### src/hw/rtl/htfd_pkg.sv
`default_nettype none
// ----------------------------------------------------------------------------
// htfd_pkg
// Types, constants and the CRC-8 step shared by the sensor frame decoder.
// ----------------------------------------------------------------------------
package htfd_pkg;

    localparam int unsigned FRAME_LAST = 6;
    localparam int unsigned OFFSET_W   = 15;
    localparam int unsigned RAW_W      = 20;
    localparam int unsigned CENTI_W    = 16;
    localparam int unsigned HUM_Q_W    = 14;
    localparam int unsigned TEMP_Q_W   = 15;

    localparam logic [7:0]  CRC_INIT   = 8'hFF;
    localparam logic [7:0]  CRC_POLY   = 8'h31;
    localparam logic [2:0]  POS_LAST   = 3'(FRAME_LAST);

    localparam logic [13:0] HUM_SCALE  = 14'd10000;
    localparam logic [14:0] TEMP_SCALE = 15'd20000;
    localparam logic signed [CENTI_W-1:0] TEMP_BIAS = 16'sd5000;

    typedef enum logic [1:0] {
        ERR_OK       = 2'd0,
        ERR_ALL_ZERO = 2'd1,
        ERR_CRC      = 2'd2
    } error_code_t;

    typedef enum logic [0:0] {
        REG_HUMIDITY_OFFSET    = 1'b0,
        REG_TEMPERATURE_OFFSET = 1'b1
    } cfg_reg_t;

    typedef struct packed {
        error_code_t      error_code;
        logic [7:0]       status;
        logic [RAW_W-1:0] humidity_raw;
        logic [RAW_W-1:0] temperature_raw;
    } frame_rec_t;

    typedef struct packed {
        logic       push;
        frame_rec_t rec;
    } frame_push_t;

    typedef struct packed {
        logic       valid;
        frame_rec_t rec;
    } frame_head_t;

    function automatic logic [7:0] crc8_byte(input logic [7:0] crc, input logic [7:0] data);
        logic [7:0] c;
        c = crc ^ data;
        for (int i = 0; i < 8; i++) begin
            if (c[7]) begin
                c = {c[6:0], 1'b0} ^ CRC_POLY;
            end else begin
                c = {c[6:0], 1'b0};
            end
        end
        return c;
    endfunction

endpackage
`default_nettype wire

### src/hw/rtl/humidity_temp_frame_decoder.sv
`default_nettype none
// ----------------------------------------------------------------------------
// humidity_temp_frame_decoder
// Decodes the seven-byte reply of a humidity and temperature sensor.
//
// Input channel (s_*): one reply byte per item; s_frame_start marks byte 0
// and drops any partial frame. After seven bytes the position wraps on its
// own. Bytes 0..5 run through CRC-8 (poly 0x31, init 0xFF) checked against
// byte 6.
// Result channel (m_*): one item per frame, registered through the queue and
// the two conversion stages: status, 20-bit raw values, values in
// hundredths with offsets added, and an error code (all-zero before CRC).
// Throughput: one byte per cycle, set by the combinational CRC-8 step in
// the intake. A frame-record queue (FIFO_DEPTH entries) and two registered
// conversion stages let the intake keep taking bytes while the receiver
// stalls; s_ready drops only when the queue is full.
// Configuration: cfg_we writes cfg_wdata into the offset chosen by cfg_addr
// (0 humidity, 1 temperature); write only while idle.
// Reset: frame position 0, CRC 0xFF, offsets 0, queue and outputs empty.
// ----------------------------------------------------------------------------
module humidity_temp_frame_decoder
    import htfd_pkg::*;
#(
    parameter int unsigned FIFO_DEPTH = 2
) (
    input  wire logic                   aclk,
    input  wire logic                   aresetn,
    input  wire logic                   cfg_we,
    input  wire logic [0:0]             cfg_addr,
    input  wire logic [OFFSET_W-1:0]    cfg_wdata,
    input  wire logic                   s_valid,
    output logic                        s_ready,
    input  wire logic [7:0]             s_rx_byte,
    input  wire logic                   s_frame_start,
    output logic                        m_valid,
    input  wire logic                   m_ready,
    output logic [1:0]                  m_error_code,
    output logic [7:0]                  m_sensor_status,
    output logic [RAW_W-1:0]            m_humidity_raw,
    output logic [RAW_W-1:0]            m_temperature_raw,
    output logic signed [CENTI_W-1:0]   m_humidity_centi,
    output logic signed [CENTI_W-1:0]   m_temperature_centi
);

    logic signed [OFFSET_W-1:0] hum_off_reg, hum_off_next;
    logic signed [OFFSET_W-1:0] temp_off_reg, temp_off_next;

    frame_push_t q_wr;
    frame_head_t q_head;
    logic        q_full;
    logic        q_pop;

    always_comb begin
        hum_off_next  = hum_off_reg;
        temp_off_next = temp_off_reg;
        if (cfg_we) begin
            unique case (cfg_reg_t'(cfg_addr))
                REG_HUMIDITY_OFFSET:    hum_off_next  = signed'(cfg_wdata);
                REG_TEMPERATURE_OFFSET: temp_off_next = signed'(cfg_wdata);
            endcase
        end
    end

    always_ff @(posedge aclk) begin
        if (!aresetn) begin
            hum_off_reg  <= '0;
            temp_off_reg <= '0;
        end else begin
            hum_off_reg  <= hum_off_next;
            temp_off_reg <= temp_off_next;
        end
    end

    htfd_front u_front (
        .aclk          (aclk),
        .aresetn       (aresetn),
        .s_valid       (s_valid),
        .s_ready       (s_ready),
        .s_rx_byte     (s_rx_byte),
        .s_frame_start (s_frame_start),
        .q_full        (q_full),
        .q_wr          (q_wr)
    );

    htfd_fifo #(
        .DEPTH (FIFO_DEPTH)
    ) u_fifo (
        .aclk    (aclk),
        .aresetn (aresetn),
        .wr      (q_wr),
        .full    (q_full),
        .head    (q_head),
        .pop     (q_pop)
    );

    htfd_back u_back (
        .aclk                (aclk),
        .aresetn             (aresetn),
        .head                (q_head),
        .pop                 (q_pop),
        .humidity_offset     (hum_off_reg),
        .temperature_offset  (temp_off_reg),
        .m_valid             (m_valid),
        .m_ready             (m_ready),
        .m_error_code        (m_error_code),
        .m_sensor_status     (m_sensor_status),
        .m_humidity_raw      (m_humidity_raw),
        .m_temperature_raw   (m_temperature_raw),
        .m_humidity_centi    (m_humidity_centi),
        .m_temperature_centi (m_temperature_centi)
    );

endmodule
`default_nettype wire

### src/hw/rtl/htfd_front.sv
`default_nettype none
// ----------------------------------------------------------------------------
// htfd_front
// Byte intake: frame position, running CRC-8, all-zero tracking and frame
// assembly. Pushes one frame record into the queue when it takes the checksum byte.
// ----------------------------------------------------------------------------
module htfd_front
    import htfd_pkg::*;
(
    input  wire logic        aclk,
    input  wire logic        aresetn,
    input  wire logic        s_valid,
    output logic             s_ready,
    input  wire logic [7:0]  s_rx_byte,
    input  wire logic        s_frame_start,
    input  wire logic        q_full,
    output frame_push_t      q_wr
);

    logic [2:0] pos_reg, pos_next;
    logic [7:0] crc_reg, crc_next;
    logic       zero_reg, zero_next;
    logic [7:0] fb_reg [0:FRAME_LAST-1];

    logic       accept;
    logic [2:0] pos_eff;
    logic [7:0] crc_eff;
    logic       zero_eff;
    logic       last_byte;

    assign s_ready   = !q_full;
    assign accept    = s_valid && s_ready;
    assign pos_eff   = s_frame_start ? 3'd0 : pos_reg;
    assign crc_eff   = s_frame_start ? CRC_INIT : crc_reg;
    assign zero_eff  = s_frame_start ? 1'b1 : zero_reg;
    assign last_byte = (pos_eff == POS_LAST);

    always_comb begin
        pos_next  = pos_reg;
        crc_next  = crc_reg;
        zero_next = zero_reg;
        if (accept) begin
            if (last_byte) begin
                pos_next  = 3'd0;
                crc_next  = CRC_INIT;
                zero_next = 1'b1;
            end else begin
                pos_next  = pos_eff + 3'd1;
                crc_next  = crc8_byte(crc_eff, s_rx_byte);
                zero_next = zero_eff && (s_rx_byte == 8'd0);
            end
        end
    end

    always_ff @(posedge aclk) begin
        if (!aresetn) begin
            pos_reg  <= 3'd0;
            crc_reg  <= CRC_INIT;
            zero_reg <= 1'b1;
        end else begin
            pos_reg  <= pos_next;
            crc_reg  <= crc_next;
            zero_reg <= zero_next;
        end
    end

    always_ff @(posedge aclk) begin
        if (accept && !last_byte) begin
            fb_reg[pos_eff] <= s_rx_byte;
        end
    end

    always_comb begin
        q_wr.push                = accept && last_byte;
        q_wr.rec.status          = fb_reg[0];
        q_wr.rec.humidity_raw    = {fb_reg[1], fb_reg[2], fb_reg[3][7:4]};
        q_wr.rec.temperature_raw = {fb_reg[3][3:0], fb_reg[4], fb_reg[5]};
        priority if (zero_reg && (s_rx_byte == 8'd0)) begin
            q_wr.rec.error_code = ERR_ALL_ZERO;
        end else if (crc_reg != s_rx_byte) begin
            q_wr.rec.error_code = ERR_CRC;
        end else begin
            q_wr.rec.error_code = ERR_OK;
        end
    end

    a_pos_range: assert property (@(posedge aclk) disable iff (!aresetn)
        pos_reg <= POS_LAST)
        else $error("frame position out of range");

    a_wrap_after_last: assert property (@(posedge aclk) disable iff (!aresetn)
        q_wr.push |=> (pos_reg == 3'd0) && (crc_reg == CRC_INIT) && zero_reg)
        else $error("frame state not restarted after checksum byte");

endmodule
`default_nettype wire

### src/hw/rtl/htfd_fifo.sv
`default_nettype none
// ----------------------------------------------------------------------------
// htfd_fifo
// Short frame-record queue between the byte intake and the conversion path.
// ----------------------------------------------------------------------------
module htfd_fifo
    import htfd_pkg::*;
#(
    parameter int unsigned DEPTH = 2
) (
    input  wire logic        aclk,
    input  wire logic        aresetn,
    input  wire frame_push_t wr,
    output logic             full,
    output frame_head_t      head,
    input  wire logic        pop
);

    localparam int unsigned PTR_W = (DEPTH > 1) ? $clog2(DEPTH) : 1;
    localparam int unsigned CNT_W = $clog2(DEPTH + 1);
    localparam logic [PTR_W-1:0] PTR_LAST = PTR_W'(DEPTH - 1);
    localparam logic [CNT_W-1:0] CNT_FULL = CNT_W'(DEPTH);

    frame_rec_t       mem_reg [0:DEPTH-1];
    logic [PTR_W-1:0] wr_ptr_reg, wr_ptr_next;
    logic [PTR_W-1:0] rd_ptr_reg, rd_ptr_next;
    logic [CNT_W-1:0] cnt_reg, cnt_next;
    logic             do_push;
    logic             do_pop;

    assign full       = (cnt_reg == CNT_FULL);
    assign head.valid = (cnt_reg != '0);
    assign head.rec   = mem_reg[rd_ptr_reg];
    assign do_push    = wr.push && !full;
    assign do_pop     = pop && head.valid;

    always_comb begin
        wr_ptr_next = wr_ptr_reg;
        rd_ptr_next = rd_ptr_reg;
        cnt_next    = cnt_reg;
        if (do_push) begin
            wr_ptr_next = (wr_ptr_reg == PTR_LAST) ? '0 : wr_ptr_reg + PTR_W'(1);
        end
        if (do_pop) begin
            rd_ptr_next = (rd_ptr_reg == PTR_LAST) ? '0 : rd_ptr_reg + PTR_W'(1);
        end
        if (do_push && !do_pop) begin
            cnt_next = cnt_reg + CNT_W'(1);
        end else if (do_pop && !do_push) begin
            cnt_next = cnt_reg - CNT_W'(1);
        end
    end

    always_ff @(posedge aclk) begin
        if (!aresetn) begin
            wr_ptr_reg <= '0;
            rd_ptr_reg <= '0;
            cnt_reg    <= '0;
        end else begin
            wr_ptr_reg <= wr_ptr_next;
            rd_ptr_reg <= rd_ptr_next;
            cnt_reg    <= cnt_next;
        end
    end

    always_ff @(posedge aclk) begin
        if (do_push) begin
            mem_reg[wr_ptr_reg] <= wr.rec;
        end
    end

    a_count_bound: assert property (@(posedge aclk) disable iff (!aresetn)
        cnt_reg <= CNT_FULL)
        else $error("queue count beyond depth");

    a_no_overflow: assert property (@(posedge aclk) disable iff (!aresetn)
        wr.push |-> !full)
        else $error("frame record pushed into full queue");

endmodule
`default_nettype wire

### src/hw/rtl/htfd_back.sv
`default_nettype none
// ----------------------------------------------------------------------------
// htfd_back
// Conversion path: scale raw values to hundredths, add bias and offsets,
// and hold the result item in the output register.
// ----------------------------------------------------------------------------
module htfd_back
    import htfd_pkg::*;
(
    input  wire logic                        aclk,
    input  wire logic                        aresetn,
    input  wire frame_head_t                 head,
    output logic                             pop,
    input  wire logic signed [OFFSET_W-1:0]  humidity_offset,
    input  wire logic signed [OFFSET_W-1:0]  temperature_offset,
    output logic                             m_valid,
    input  wire logic                        m_ready,
    output logic [1:0]                       m_error_code,
    output logic [7:0]                       m_sensor_status,
    output logic [RAW_W-1:0]                 m_humidity_raw,
    output logic [RAW_W-1:0]                 m_temperature_raw,
    output logic signed [CENTI_W-1:0]        m_humidity_centi,
    output logic signed [CENTI_W-1:0]        m_temperature_centi
);

    logic                   s1_valid_reg, s1_valid_next;
    frame_rec_t             s1_rec_reg;
    logic [HUM_Q_W-1:0]     s1_h_reg;
    logic [TEMP_Q_W-1:0]    s1_t_reg;
    logic                   out_valid_reg, out_valid_next;
    frame_rec_t             out_rec_reg;
    logic signed [CENTI_W-1:0] out_h_reg;
    logic signed [CENTI_W-1:0] out_t_reg;

    logic                   out_load;
    logic                   s1_load;
    logic [33:0]            h_prod;
    logic [34:0]            t_prod;
    logic signed [CENTI_W-1:0] h_sum;
    logic signed [CENTI_W-1:0] t_sum;

    assign out_load = s1_valid_reg && (!out_valid_reg || m_ready);
    assign s1_load  = head.valid && (!s1_valid_reg || out_load);
    assign pop      = s1_load;

    assign h_prod = 34'(head.rec.humidity_raw) * 34'(HUM_SCALE);
    assign t_prod = 35'(head.rec.temperature_raw) * 35'(TEMP_SCALE);

    assign h_sum = signed'({2'b00, s1_h_reg}) + CENTI_W'(humidity_offset);
    assign t_sum = signed'({1'b0, s1_t_reg}) - TEMP_BIAS + CENTI_W'(temperature_offset);

    always_comb begin
        s1_valid_next = s1_valid_reg;
        if (s1_load) begin
            s1_valid_next = 1'b1;
        end else if (out_load) begin
            s1_valid_next = 1'b0;
        end
        out_valid_next = out_valid_reg;
        if (out_load) begin
            out_valid_next = 1'b1;
        end else if (m_ready) begin
            out_valid_next = 1'b0;
        end
    end

    always_ff @(posedge aclk) begin
        if (!aresetn) begin
            s1_valid_reg  <= 1'b0;
            out_valid_reg <= 1'b0;
        end else begin
            s1_valid_reg  <= s1_valid_next;
            out_valid_reg <= out_valid_next;
        end
    end

    always_ff @(posedge aclk) begin
        if (s1_load) begin
            s1_rec_reg <= head.rec;
            s1_h_reg   <= h_prod[33:20];
            s1_t_reg   <= t_prod[34:20];
        end
        if (out_load) begin
            out_rec_reg <= s1_rec_reg;
            out_h_reg   <= h_sum;
            out_t_reg   <= t_sum;
        end
    end

    assign m_valid             = out_valid_reg;
    assign m_error_code        = out_rec_reg.error_code;
    assign m_sensor_status     = out_rec_reg.status;
    assign m_humidity_raw      = out_rec_reg.humidity_raw;
    assign m_temperature_raw   = out_rec_reg.temperature_raw;
    assign m_humidity_centi    = out_h_reg;
    assign m_temperature_centi = out_t_reg;

    a_stage_hold: assert property (@(posedge aclk) disable iff (!aresetn)
        (s1_valid_reg && !out_load) |=> s1_valid_reg && $stable(s1_rec_reg))
        else $error("stalled conversion stage lost its item");

    a_pop_needs_room: assert property (@(posedge aclk) disable iff (!aresetn)
        pop |-> head.valid && (!s1_valid_reg || out_load))
        else $error("queue popped without room in conversion stage");

endmodule
`default_nettype wire
### config.mk
export PLATFORM = sky130hd
export DESIGN_NAME = humidity_temp_frame_decoder
export DESIGN_NICKNAME = d
export VERILOG_FILES = /design/src/hw/rtl/htfd_pkg.sv /design/src/hw/rtl/humidity_temp_frame_decoder.sv /design/src/hw/rtl/htfd_front.sv /design/src/hw/rtl/htfd_fifo.sv /design/src/hw/rtl/htfd_back.sv
export SDC_FILE = /design/constraint.sdc
export NUM_CORES = 1
export LEC_CHECK = 0
export ABC_CLOCK_PERIOD_IN_PS = 6650
export BUFFER_PORTS_ARGS = -buffer_cell sky130_fd_sc_hd__buf_2
export CAP_MARGIN = 0
export CORE_ASPECT_RATIO = 1.4
export CORE_MARGIN = 2
export CORE_UTILIZATION = 55
export CTS_BUF_LIST = sky130_fd_sc_hd__clkbuf_16
export DETAILED_ROUTE_END_ITERATION = 8
export PLACE_DENSITY = 0.73
export REMOVE_ABC_BUFFERS = 1
export SLEW_MARGIN = 20
export SYNTH_ARGS = -nofsm -noshare
export SYNTH_HDL_FRONTEND = slang
export SYNTH_SLANG_ARGS = --single-unit
### constraint.sdc
create_clock -name aclk -period 6.65 [get_ports aclk]
set_clock_uncertainty 0.2 [all_clocks]
set_input_delay 1.33 -clock aclk [delete_from_list [all_inputs] [get_ports aclk]]
set_output_delay 1.33 -clock aclk [all_outputs]
set_load 0.02 [all_outputs]
## After elaboration in Yosys (flattened, before gate mapping)

Memory sizes are Yosys's and may differ from the RTL's. A register that Yosys moved wholly into a read port is not among the register bits.
Cells that the tools add are included.

| operators by class | value |
|---|---|
| mux-type cells | 44 |
| multiply operators | 2 |
| equal/unequal tests | 3 |
| bitwise operators | 10 |
| add/sub/neg operators | 8 |
| reduce and logical (&&, ||, !) cells | 26 |

Operator list:

| kind | number |
|---|---|
| 8-bit 2-to-1 mux | 16 |
| 20-bit by 10-bit multiplier with 30-bit output (second input constant) | 2 |
| 6-bit 2-to-1 mux | 8 |
| 3-bit NOT | 8 |
| 15-bit by 15-bit adder with 16-bit output | 1 |
| 16-bit by 15-bit adder with 16-bit output | 1 |
| 15-bit by 13-bit subtractor with 16-bit output (second input constant) | 1 |
| 1-bit 2-to-1 mux | 14 |
| 1-bit logical AND | 11 |
| 8-bit logical NOT | 1 |
| 2-bit 2-to-1 mux | 4 |
| 8-bit inequality test | 1 |
| 2-bit nonzero test | 4 |
| 8-bit bitwise XOR | 1 |
| 1-bit logical NOT | 6 |
| 3-bit 2-to-1 mux | 2 |
| 2-bit AND reduction | 2 |
| 3-bit by 1-bit adder with 3-bit output (second input constant) | 1 |
| 3-bit == test (second input constant) | 1 |
| 1-bit adder (second input constant) | 2 |
| 2-bit by 1-bit adder with 2-bit output (second input constant) | 1 |
| 2-bit == test (second input constant) | 1 |
| 1-bit logical OR | 2 |
| 2-bit by 1-bit subtractor with 2-bit output (second input constant) | 1 |
| 1-bit NOT | 1 |

| word-level totals | value |
|---|---|
| register bits | 209 |
| input bits | 30 |
| memory bits (writable) | 148 |
| memories kept | 2 |

Memory list:

| memory | depth | bits a word | rd ports | clocked after memory_dff | write ports | RTL line | RTL |
|---|---|---|---|---|---|---|---|
| u_fifo.mem_reg | 2 | 50 | 1 | 1 | 1 | htfd_fifo.sv:24 | `frame_rec_t mem_reg [0:DEPTH-1];` |
| u_front.fb_reg | 6 | 8 | 6 | 0 | 1 | htfd_front.sv:23 | `logic [7:0] fb_reg [0:FRAME_LAST-1];` |

## Longest topological paths before layout

Gate-level depths: netlist of the first run.

| depth | value |
|---|---|
| depth in word-level cells | 33 |
| mapped depth | 22 |
| depth with buffers taken out | 20 |

## By module

A second synthesis of the first run with hierarchy kept.

| unflattened totals | value |
|---|---|
| cells, all modules | 1,507 |
| area, all modules | 19,743.9 um^2 |

Modules (own cells, without submodules):

| module | area an instance (um^2) | instances | seq. area each (um^2) | cells each |
|---|---|---|---|---|
| htfd_back | 12,253.0 | 1 | 4,874.7 | 1,031 |
| htfd_fifo | 3,831.2 | 1 | 3,103.0 | 181 |
| htfd_front | 2,492.4 | 1 | 1,681.6 | 179 |
| humidity_temp_frame_decoder | 1,167.4 | 1 | 600.6 | 116 |

## Least setup slack after synthesis of the first run

OpenSTA, ideal clock, no wires.

| timing path | value |
|---|---|
| path kind | input -> register |
| start | in s_frame_start |
| end | mem u_fifo.mem_reg[0][0] (netlist name), enable pin |
| setup time | 0.522 ns |
| stages | 4 |
| buffers on the path | 1 |
| data arrival time | 5.282 ns |
| setup slack | 0.646 ns |
| path through | buf_1 -> nor2b_1 -> nand2_1 -> nor3_1 |

| between the ends | value |
|---|---|
| word-level cells in the longest chain between the ends | 6 |

RTL lines:

| what | RTL line | RTL |
|---|---|---|
| start: declaration | humidity_temp_frame_decoder.sv:34 | `input wire logic s_frame_start,` |
| 3-bit 2-to-1 mux | htfd_front.sv:33 | `assign pos_eff = s_frame_start ? 3'd0 : pos_reg;` |
| 3-bit == test | htfd_front.sv:36 | `assign last_byte = (pos_eff == POS_LAST);` |
| 1-bit logical AND | htfd_front.sv:74 | `q_wr.push = accept && last_byte;` |
| 1-bit logical AND | htfd_fifo.sv:34 | `assign do_push = wr.push && !full;` |
| 1-bit 2-to-1 mux | htfd_fifo.sv:67 | `if (do_push) begin` |
| 1-bit 2-to-1 mux (implied by the code) | htfd_fifo.sv:68 | `mem_reg[wr_ptr_reg] <= wr.rec;` |
| end: declaration | htfd_fifo.sv:24 |  |

Every way passes these cells.

==> out/qor_table.md, run 1 <==
| Group | Result | Reported |
|:---|:---|:---|
| detailed routing | Total Routed Length | 35730 um |
| cts | Clock-pin slew reported for the worst setup and hold paths after clock tree synthesis | 60 ps |
| sta | Final setup violation count | 0 |
| floorplan | Floorplan Core Area | 0.03486 mm^2 |
| setup path | Category of cells accounting for the largest share of critical-path delay | adder cells |
| detailed routing | Number of vias per cell | 5.280 |
| cts | Cts-stage hold buffer count | 0 |
| sta | Unrepaired setup endpoints after global routing | false |
| detailed routing | Number of antenna-violating nets in the routed design | 0 |
| floorplan | Cell row count | 81 |
| setup path | CP Max Fanout | 28 |
| setup path | Buf/Inv on CP | 4 |
| setup path | Biggest cell delay along the critical path | 550 ps |
| detailed routing | Number of DRC markers in iteration 0 | 563 |
| cts | Count of clock tree sinks | 358 |
| cells and area | Layout-stage area growth over the synthesis result | 13.01% |
| detailed routing | Number of remaining DRC errors | 0 |
| synthesis | Flop and latch count out of synthesis | 358 |
| sta | Shortest clock period the worst path allows after layout | 5695 ps |
| cells and area | Antenna diode count | 0 |
| floorplan | Vert. Die Dim | 226.1 um |
| sta | Highest attainable clock frequency | 175.6 MHz |
| floorplan | Die span in x | 162.6 um |
| global route | Pin count of the biggest net entering global routing | 62 |
| cts | Clock tree from TritonCTS | yes |
| detailed routing | Detailed-route wire length per cell | 16.93 um |
| cts | Clk_lat worst skew | 530 ps |
| run status | Result of the run | finished clean |
| cells and area | Nets@finish | 1955 |
| placement | HPWL after detailed placement | 26250 um |
| floorplan | Top-level I/O count | 114 |
| placement | GPL Wtd Cong | 0.9033 |
| global route | Initial antenna violation count | 0 |
| placement | Port bufs | 113 |
| setup path | Number of stages on the worst setup path | 19 |
| sta | Measured slew at the worst slew-check pin | 982.6 ps |
| cells and area | Layout cells sized above 1 | 0.1366 |
| floorplan | Die Area | 0.03677 mm^2 |
| setup path | Slowest stage cell on the critical path | mux2i_1 |
| sta | Max-slew violation count | 0 |
| setup path | List of cells traversed by the critical path | buf_12, mux2i_1, inv_1, fa_1, ha_1, fa_1, ha_1, inv_1, fa_1, inv_1, ha_1, a21o_1, a21oi_1, o21ai_0, a221oi_1, o211ai_1, a31o_2, a21oi_2, xnor2_1 |
| sta | Ratio of final minimum period to clock period | 0.8564 |
| cts | Post-CTS Setup Inserts | 0 |
| cts | Num CTS Buffers | 36 |
| cts | PostCTS Resize Cnt | 0 |
| sta | Number of failing hold endpoints at the final stage | 0 |
| global route | Vias in the first global route | 11.51k |
| setup path | Crit Path Category | reg2reg |
| detailed routing | Total number of vias | 11.15k |
| cells and area | Fillcell total | 2615 |
| hold path | Number of cells on the worst hold path | 0 |
| setup path | Count of cells along the worst register-to-register path | 19 |
| synthesis | Yosys warnings | 0 |
| global route | Global-route wire length before repair | 57840 um |
| floorplan | Starting Density | 0.5558 |
| sta | Worst max-slew margin expressed relative to the limit | 0.3436 |
| synthesis | Primary flip-flop cell chosen by synthesis mapping | edfxtp_1 |
| setup path | Flop-to-flop setup slack | 960 ps |
| global route | Sum of overflow across all layers after global routing | 0 |
| synthesis | Mean cell area of the mapped netlist | 13.08 um^2 |
| sta | Final hold slack | 212.4 ps |
| setup path | Worst Path Arrival | 5770 ps |
| synthesis | Fraction of synthesis flops using an asynchronous set or reset pin | 0 |
| detailed routing | Pre-Repair DR Iteration Count | 5 |
| synthesis | Count of mapped cells out of synthesis | 1482 |
| cts | Clock Path Buffers | 3 |
| cells and area | Core utilization of the finished layout | 0.6281 |
| setup path | Required @ worst endpoint | 6730 ps |
| hold path | Type of the tightest min-delay check | reg2reg |
| setup path | Kind of end point of the critical path | register |
| flow run | Number of max-capacitance violations reported | 0 |
| synthesis | Share of synthesized area occupied by flip-flops and latches | 0.5295 |
| synthesis | Number of synthesized flops with an enable pin | 309 |
| synthesis | Post-synthesis instance area | 0.01938 mm^2 |
| global route | Tot GR Track Use | 0.2016 |
| cts | Root buffer cell | clkbuf_16 |
| cells and area | Flip-flop count of the largest register after layout | 100 |
| synthesis | Distinct cell type count of the synthesized netlist | 64 |
| setup path | Critical Path Source Type | register |
| cts | H-tree lvl count | 2 |
metal layers:
layer  global-route usage  vias up  routed length (um)
met5                    0        -                   0
li1                     -     5417                   -
met3              0.03012       80                1632
met4              0.07936        0                1326
met2               0.3585      274               18060
met1               0.2468     5375               14710
synth_stat cells, drive strengths merged, types with 3 or more instances:
master    n  share of area
clkbuf   16         0.0031
o41ai     4         0.0022
buf       3         0.0010
ha      206           0.13
nand2    93          0.018
mux2i    37          0.019
nor2     46         0.0090
o211ai    3         0.0012
o22ai    10         0.0036
a211oi    6         0.0032
nor2b     9         0.0029
and2      9         0.0029
a21o     18         0.0070
edfxtp  309           0.48
o21ai    27         0.0070
xor2     31          0.014
o21a     11         0.0043
inv     250          0.048
and3      6         0.0019
nand3    13         0.0034
a21oi    51          0.014
nand4     7         0.0023
or3       9         0.0032
nand2b    8         0.0027
o21bai    6         0.0025
a21boi   36          0.014
nor4      4         0.0013
nor3     20         0.0052
fa       92          0.095
xnor2    54          0.024
dfxtp    49          0.051
nand3b    3         0.0018
mux2     13         0.0076
layout make-up:
cell class	instances	area [um^2]	share of cell area
sequential	358	10260	0.4686
multi-input combinational	855	8113	0.3705
clock buffer	39	975.9	0.04457
inverter	250	939.7	0.04291
timing repair buffer	126	695.7	0.03177
tap	456	570.5	0.02605
clock inverter	27	342.8	0.01566
per-stage QoR:
step	cell area, um^2	setup WS [ps]	TNS (ps)	cells
6_report	21900	955.1	0	2111
5_1_grt	21900	641.2	0	2111
4_1_cts	21900	898.2	0	2111
3_5_place_dp	20580	915.4	0	2045
3_3_place_gp	20550	990.4	0	2044
2_1_floorplan	19300	-170.5	-528.0	1463
path summary, 6_finish.rpt:
kind                                               endpoint                  from
worst max-delay path                    u_back.s1_h_reg[13]              register
worst min-delay path            u_back.m_temperature_raw[1]  u_back.s1_rec_reg[1]
worst max register to register          u_back.s1_h_reg[13]              register
worst min register to register  u_back.m_temperature_raw[1]  u_back.s1_rec_reg[1]
logic make-up after synthesis:
family	count (synthesis)	synth area share
mux	50	0.02667
compound gates	191	0.06883
simple gates	231	0.05598
flops	358	0.5295
fa+ha+maj	298	0.2281
xor+xnor	85	0.03842
buf+inv	269	0.05256
cells in the final DEF, fill, tap and decap left out, types with 18 or more instances in the layout:
master	synthesis	layout
a21boi_0	36	36
a21o_1	18	18
dfxtp_1	49	48
nor2_1	45	45
o21ai_0	22	22
buf_2	1	113
ha_1	206	206
xor2_1	31	31
a21oi_1	47	47
nand2_1	93	93
clkbuf_16	0	39
mux2i_1	37	37
nor3_1	20	19
xnor2_1	54	54
fa_1	92	92
edfxtp_1	309	309
inv_1	250	253
Power of run 1 is not shown: default switching activity piles up to over one toggle a cycle in this logic, so the estimate is an artifact.
==> inputs of run 2 (changes only) <==
--- a/config.mk
+++ b/config.mk
@@ -6,14 +6,15 @@
 export NUM_CORES = 1
 export LEC_CHECK = 0
 export ABC_CLOCK_PERIOD_IN_PS = 6650
-export BUFFER_PORTS_ARGS = -buffer_cell sky130_fd_sc_hd__buf_2
 export CAP_MARGIN = 0
 export CORE_ASPECT_RATIO = 1.4
 export CORE_MARGIN = 2
 export CORE_UTILIZATION = 55
 export CTS_BUF_LIST = sky130_fd_sc_hd__clkbuf_16
+export CTS_CLUSTER_SIZE = 20
 export DETAILED_ROUTE_END_ITERATION = 8
-export PLACE_DENSITY = 0.73
+export DONT_BUFFER_PORTS = 1
+export PLACE_DENSITY = 0.7
 export REMOVE_ABC_BUFFERS = 1
 export SLEW_MARGIN = 20
 export SYNTH_ARGS = -nofsm -noshare
==> run 2 against run 1 <==
Against the previous run: worst setup slack worse by 290 ps; non-clock buffer count down 112; sequential share of layout area grew 1.5 points; routed wire length is 3.4% lower; sequential cell count did not move; count of clock-buffer cells in the layout is 2 higher; final area is 3.1% lower; first-iteration DRC count increased by 5.5%; critical path type unchanged; largest cell class unchanged; highest routed layer unchanged.
==> out/qor_table.md, run 2 (synthesis results as in run 1) <==
| Group | Result | Reported | vs previous |
|:---|:---|:---|:---|
| global route | Pin count of the biggest net entering global routing | 74 | +19% |
| cts | PostCTS Resize Cnt | 0 | unchanged |
| setup path | Required @ worst endpoint | 6720 ps | about the same |
| placement | Worst setup slack before clock tree synthesis | 676.1 ps | -239.3 ps |
| cts | Num CTS Buffers | 36 | unchanged |
| detailed routing | Detailed-route wire length per cell | 17.26 um | +2.0% |
| cts | Count of clock tree sinks | 358 | unchanged |
| floorplan | Cell row count | 81 | unchanged |
| cells and area | Most common library cell in the layout ignoring fill and taps | edfxtp_1 |  |
| global route | Vias in the first global route | 10.85k | -5.7% |
| setup path | Slowest stage cell on the critical path | dfxtp_2 |  |
| sta | Shortest clock period the worst path allows after layout | 5988 ps | +292.7 ps |
| setup path | Flop-to-flop setup slack | 660 ps | -290 ps |
| floorplan | Floorplan Core Area | 0.03486 mm^2 | unchanged |
| floorplan | Vert. Die Dim | 226.1 um | unchanged |
| floorplan | Top-level I/O count | 114 | unchanged |
| flow run | Number of max-capacitance violations reported | 0 | unchanged |
| cells and area | Nets@finish | 1843 | -5.7% |
| run status | Result of the run | finished clean |  |
| detailed routing | Number of remaining DRC errors | 0 | unchanged |
| global route | Global-route wire length before repair | 55870 um | -3.4% |
| cts | Clock Path Buffers | 3 | unchanged |
| cts | Clk_lat worst skew | 540 ps | about the same |
| sta | Number of failing hold endpoints at the final stage | 0 | unchanged |
| cts | Clock-pin slew reported for the worst setup and hold paths after clock tree synthesis | 60 ps | about the same |
| setup path | Critical Path Source Type | register |  |
| global route | Tot GR Track Use | 0.1948 | -0.006801 |
| setup path | Category of cells accounting for the largest share of critical-path delay | adder cells |  |
| hold path | Type of the tightest min-delay check | reg2reg |  |
| detailed routing | Total number of vias | 10.68k | -4.2% |
| sta | Max-slew violation count | 0 | unchanged |
| cts | Clock tree from TritonCTS | yes |  |
| sta | Highest attainable clock frequency | 167.0 MHz | -4.9% |
| floorplan | Die Area | 0.03677 mm^2 | unchanged |
| detailed routing | Total Routed Length | 34510 um | -3.4% |
| setup path | Kind of end point of the critical path | register |  |
| sta | Ratio of final minimum period to clock period | 0.9004 | +0.04402 |
| cts | H-tree lvl count | 2 | unchanged |
| setup path | Critical Path Sink | u_back.s1_t_reg[14] |  |
| cells and area | Layout-stage area growth over the synthesis result | 9.479% |  |
| cts | Root buffer cell | clkbuf_16 |  |
| sta | Worst max-slew margin expressed relative to the limit | 0.3256 | -0.01794 |
| setup path | Count of cells along the worst register-to-register path | 19 | unchanged |
| cells and area | Layout cells sized above 1 | 0.07453 | -0.06203 |
| cells and area | Flip-flop count of the largest register after layout | 100 | unchanged |
| setup path | List of cells traversed by the critical path | buf_12, mux2i_1, fa_1, inv_1, ha_1, fa_1, ha_1, inv_1, fa_1, inv_1, ha_1, a21oi_1, o21ai_1, a22o_1, or3_4, o221ai_2, a22oi_2, a21oi_2, xnor2_1 |  |
| placement | HPWL after detailed placement | 25790 um | -1.7% |
| setup path | Buf/Inv on CP | 4 | unchanged |
| cells and area | Core utilization of the finished layout | 0.6085 | -0.01963 |
| sta | Measured slew at the worst slew-check pin | 1008 ps | +25.21 ps |
| floorplan | Starting Density | 0.5558 | unchanged |
| detailed routing | Number of DRC markers in iteration 0 | 594 | +5.5% |
| setup path | Worst Path Arrival | 6060 ps | +290 ps |
| placement | Port bufs | 0 | -100% |
| setup path | Number of stages on the worst setup path | 19 | unchanged |
| sta | Smallest setup slack after layout | 662.4 ps | -292.7 ps |
| cts | Cts-stage hold buffer count | 0 | unchanged |
| setup path | CP Max Fanout | 26 | -7.1% |
| detailed routing | Pre-Repair DR Iteration Count | 4 | -1 |
| setup path | Biggest cell delay along the critical path | 630 ps | +80 ps |
| sta | Unrepaired setup endpoints after global routing | false |  |
| sta | Final hold slack | 215.5 ps | +3.023 ps |
| setup path | End of the worst register-to-register path | u_back.s1_t_reg[14] |  |
| sta | Final setup violation count | 0 | unchanged |
| detailed routing | Number of antenna-violating nets in the routed design | 0 | unchanged |
| setup path | Crit Path Category | reg2reg |  |
| cells and area | Antenna diode count | 0 | unchanged |
| global route | Sum of overflow across all layers after global routing | 0 | unchanged |
| detailed routing | Number of vias per cell | 5.343 | +1.2% |
| global route | Initial antenna violation count | 0 | unchanged |
| cells and area | Commonest cells after routing, fill and taps aside | 309 x edfxtp_1, 251 x inv_1, 206 x ha_1 |  |
| placement | GPL Wtd Cong | 0.9139 | +1.2% |
| floorplan | Die span in x | 162.6 um | unchanged |
| cts | Post-CTS Setup Inserts | 0 | unchanged |
run 2: cell count changes in the layout (fill, tap and decap cells not counted), sizes merged:
cell      change
buf         -112
clkinv        +3
clkinvlp      +2
clkbuf        +2
bufinv        -7
run 2: through the flow:
step	cell area (um^2)	setup TNS [ps]	instances
finish	21210	0	1999
global route	21210	0	1999
CTS	21190	0	1998
detailed placement	19990	0	1932
global placement	19990	0	1932
floorplan	19300	-528.0	1463
run 2: final cells by class:
cell class | count | area [um^2]
fill | 2733 | 13650
multi-input combinational | 855 | 8113
inverter | 250 | 939.7
clock inverter | 25 | 173.9
tap | 456 | 570.5
sequential | 358 | 10260
timing repair buffer | 14 | 130.1
clock buffer | 41 | 1026
run 2: worst register-to-register path: stages (launching register included):
cell	delay, ps
dfxtp_2	630
buf_12	270
mux2i_1	540
fa_1	510
inv_1	80
ha_1	240
fa_1	480
ha_1	280
inv_1	50
fa_1	490
inv_1	40
ha_1	370
a21oi_1	240
o21ai_1	140
a22o_1	290
or3_4	340
o221ai_2	210
a22oi_2	120
a21oi_2	160
xnor2_1	70
run 2: how the worst min path moves through the flow:
stage,from,to,slack (ps),cells after the start
after detailed placement,u_back.s1_rec_reg[27],u_back.m_humidity_raw[7],200,0
after floorplan,u_back.s1_rec_reg[48],u_back.m_error_code[0],200,0
after global placement,u_back.s1_rec_reg[24],u_back.m_humidity_raw[4],200,0
final,u_back.s1_rec_reg[43],u_back.m_sensor_status[3],220,0
after CTS,u_back.s1_rec_reg[25],u_back.m_humidity_raw[5],210,0
after global routing,u_back.s1_rec_reg[25],u_back.m_humidity_raw[5],220,0
run 2: metal layers:
metal | global-route usage | wire (um)
met2 | 0.3462 | 17510
met1 | 0.2340 | 14270
met3 | 0.03857 | 1651
met5 | 0 | 0
met4 | 0.07279 | 1080
Power of run 2 is left out for the same reason.
==> inputs of run 3 (changes only) <==
--- a/config.mk
+++ b/config.mk
@@ -9,13 +9,13 @@
 export CAP_MARGIN = 0
 export CORE_ASPECT_RATIO = 1.4
 export CORE_MARGIN = 2
-export CORE_UTILIZATION = 55
+export CORE_UTILIZATION = 30
 export CTS_BUF_LIST = sky130_fd_sc_hd__clkbuf_16
 export CTS_CLUSTER_SIZE = 20
 export DETAILED_ROUTE_END_ITERATION = 8
 export DONT_BUFFER_PORTS = 1
-export PLACE_DENSITY = 0.7
 export REMOVE_ABC_BUFFERS = 1
+export SKIP_LAST_GASP = 1
 export SLEW_MARGIN = 20
 export SYNTH_ARGS = -nofsm -noshare
 export SYNTH_HDL_FRONTEND = slang
==> run 3 against run 2 <==
Against the previous run: cell count grew 20%; routed wire length rose by 12%; global-route usage down 7.7 points; sequential share of layout area is 1.2 points lower; sequential cell count is the same; final area rose by 2.6%; critical path type unchanged.
==> out/qor_table.md, run 3 (synthesis results as in run 1) <==
| Group | Result | Reported | vs previous |
|:---|:---|:---|:---|
| cells and area | Fillcell total | 6301 | +130% |
| floorplan | Cell row count | 110 | +36% |
| setup path | Critical Path Source Type | register |  |
| placement | Port bufs | 0 | unchanged |
| cells and area | Layout cells sized above 1 | 0.08000 | +0.005470 |
| setup path | Required @ worst endpoint | 6760 ps | +40 ps |
| cells and area | Area taken by flip-flops and latches | 0.01026 mm^2 | unchanged |
| cells and area | Antenna diode count | 0 | unchanged |
| sta | Max-slew violation count | 0 | unchanged |
| floorplan | Starting Density | 0.3021 | -0.2537 |
| detailed routing | Number of DRC markers in iteration 0 | 611 | +2.9% |
| cells and area | Fin area | 0.02178 mm^2 | +2.6% |
| cells and area | Most common library cell in the layout ignoring fill and taps | edfxtp_1 |  |
| global route | Pin count of the biggest net entering global routing | 73 | -1.4% |
| sta | Worst max-slew margin expressed relative to the limit | 0.3460 | +0.02031 |
| global route | Sum of overflow across all layers after global routing | 0 | unchanged |
| detailed routing | Total Routed Length | 38670 um | +12% |
| floorplan | Top-level I/O count | 114 | unchanged |
| run status | Result of the run | finished clean |  |
| sta | Unrepaired setup endpoints after global routing | false |  |
| hold path | Type of the tightest min-delay check | reg2reg |  |
| detailed routing | Number of vias per cell | 4.472 | -16% |
| placement | HPWL after detailed placement | 29190 um | +13% |
| detailed routing | Pre-Repair DR Iteration Count | 5 | +1 |
| setup path | CP Max Fanout | 32 | +23% |
| cts | Clock tree from TritonCTS | yes |  |
| cells and area | Commonest cells after routing, fill and taps aside | 309 x edfxtp_1, 253 x inv_1, 206 x ha_1 |  |
| cells and area | Layout-stage area growth over the synthesis result | 12.38% |  |
| cts | Post-CTS Setup Inserts | 0 | unchanged |
| cts | PostCTS Resize Cnt | 0 | unchanged |
| cells and area | Nets@finish | 1847 | +0.22% |
| sta | Final setup violation count | 0 | unchanged |
| sta | Ratio of final minimum period to clock period | 0.9065 | +0.006151 |
| floorplan | Vert. Die Dim | 304.7 um | +35% |
| global route | Tot GR Track Use | 0.1173 | -0.07744 |
| cells and area | Flip-flop count of the largest register after layout | 100 | unchanged |
| cts | Clock Path Buffers | 3 | unchanged |
| global route | Initial antenna violation count | 0 | unchanged |
| cells and area | Core utilization of the finished layout | 0.3395 | -0.2690 |
| detailed routing | Number of antenna-violating nets in the routed design | 0 | unchanged |
| cts | Count of clock tree sinks | 358 | unchanged |
| floorplan | Floorplan Core Area | 0.06414 mm^2 | +84% |
| flow run | Number of max-capacitance violations reported | 0 | unchanged |
| cts | Cts-stage hold buffer count | 0 | unchanged |
| sta | Highest attainable clock frequency | 165.9 MHz | -0.68% |
| cts | H-tree lvl count | 2 | unchanged |
| setup path | Worst Path Arrival | 6130 ps | +70 ps |
| sta | Number of failing hold endpoints at the final stage | 0 | unchanged |
| sta | Measured slew at the worst slew-check pin | 981.1 ps | -26.73 ps |
| cts | Clk_lat worst skew | 560 ps | +20 ps |
| cts | Num CTS Buffers | 39 | +8.3% |
| detailed routing | Total number of vias | 10.69k | +0.084% |
| setup path | Crit Path Category | reg2reg |  |
| cts | Root buffer cell | clkbuf_16 |  |
| detailed routing | Number of remaining DRC errors | 0 | unchanged |
| sta | Shortest clock period the worst path allows after layout | 6029 ps | +40.90 ps |
| cells and area | Area taken by multi-input logic gates | 0.008113 mm^2 | unchanged |
| placement | Placed inst area | 0.02049 mm^2 | +2.5% |
| placement | GPL Wtd Cong | 0.8536 | -6.6% |
| detailed routing | Detailed-route wire length per cell | 16.18 um | -6.3% |
| global route | Global-route wire length before repair | 60900 um | +9.0% |
| floorplan | Die span in x | 218.8 um | +35% |
| cts | Clock-pin slew reported for the worst setup and hold paths after clock tree synthesis | 60 ps | about the same |
| sta | Final hold slack | 215.0 ps | -0.4820 ps |
| setup path | Kind of end point of the critical path | register |  |
| global route | Vias in the first global route | 11.27k | +3.8% |
| floorplan | Die Area | 0.06667 mm^2 | +81% |
run 3: cell count changes in the layout (fill, tap and decap cells not counted), sizes merged:
cell / previous run / this run
clkbuf: 41 / 42
clkinvlp: 3 / 0
clkinv: 15 / 19
buf: 14 / 15
inv: 256 / 259
bufinv: 1 / 2
run 3: final cells by class:
class	instances	area share
clock inverters	30	0.01080
repair buffers	15	0.005746
multi-input cells	855	0.3726
inverters	250	0.04315
well taps	840	0.04826
clock buffers	42	0.04826
flip-flops and latches	358	0.4712
run 3: final timing paths:
check | startpoint | to | slack [ps] | depth (start not counted)
worst min-delay path | u_back.s1_rec_reg[2] | u_back.m_temperature_raw[2] | 210 | 0
worst max register to register | register | u_back.s1_t_reg[14] | 620 | 19
worst min register to register | u_back.s1_rec_reg[2] | u_back.m_temperature_raw[2] | 210 | 0
worst max-delay path | register | u_back.s1_t_reg[14] | 620 | 19
run 3: layer usage:
layer,share of wire,wire length [um],GRT usage,vias up
li1,-,-,-,5204
met1,0.41,15890,0.1347,5200
met2,0.50,19190,0.2047,220
met3,0.054,2083,0.03044,65
met4,0.039,1501,0.05013,0
met5,0,0,0,-
run 3: critical path, cell delays in order (launching register included):
cell      delay [ps]
dfxtp_2          610
buf_12           290
mux2i_1          500
inv_1            290
fa_1             500
ha_1             290
inv_1             60
fa_1             540
inv_1             40
ha_1             280
ha_1             300
ha_1             390
a21o_1           190
a21o_1           170
a22o_1           210
or3_4            340
o221ai_2         200
a22oi_2          120
a21oi_2          160
xnor2_1           70
run 3: metrics by stage:
stage | setup slack (ps) | TNS (ps) | std cells
floorplan | -170.5 | -528.0 | 1463
global placement | 617.9 | 0 | 2318
CTS | 550.0 | 0 | 2390
global route | 308.5 | 0 | 2390
detailed placement | 547.4 | 0 | 2318
finish | 621.5 | 0 | 2390
Power of run 3 is left out for the same reason.
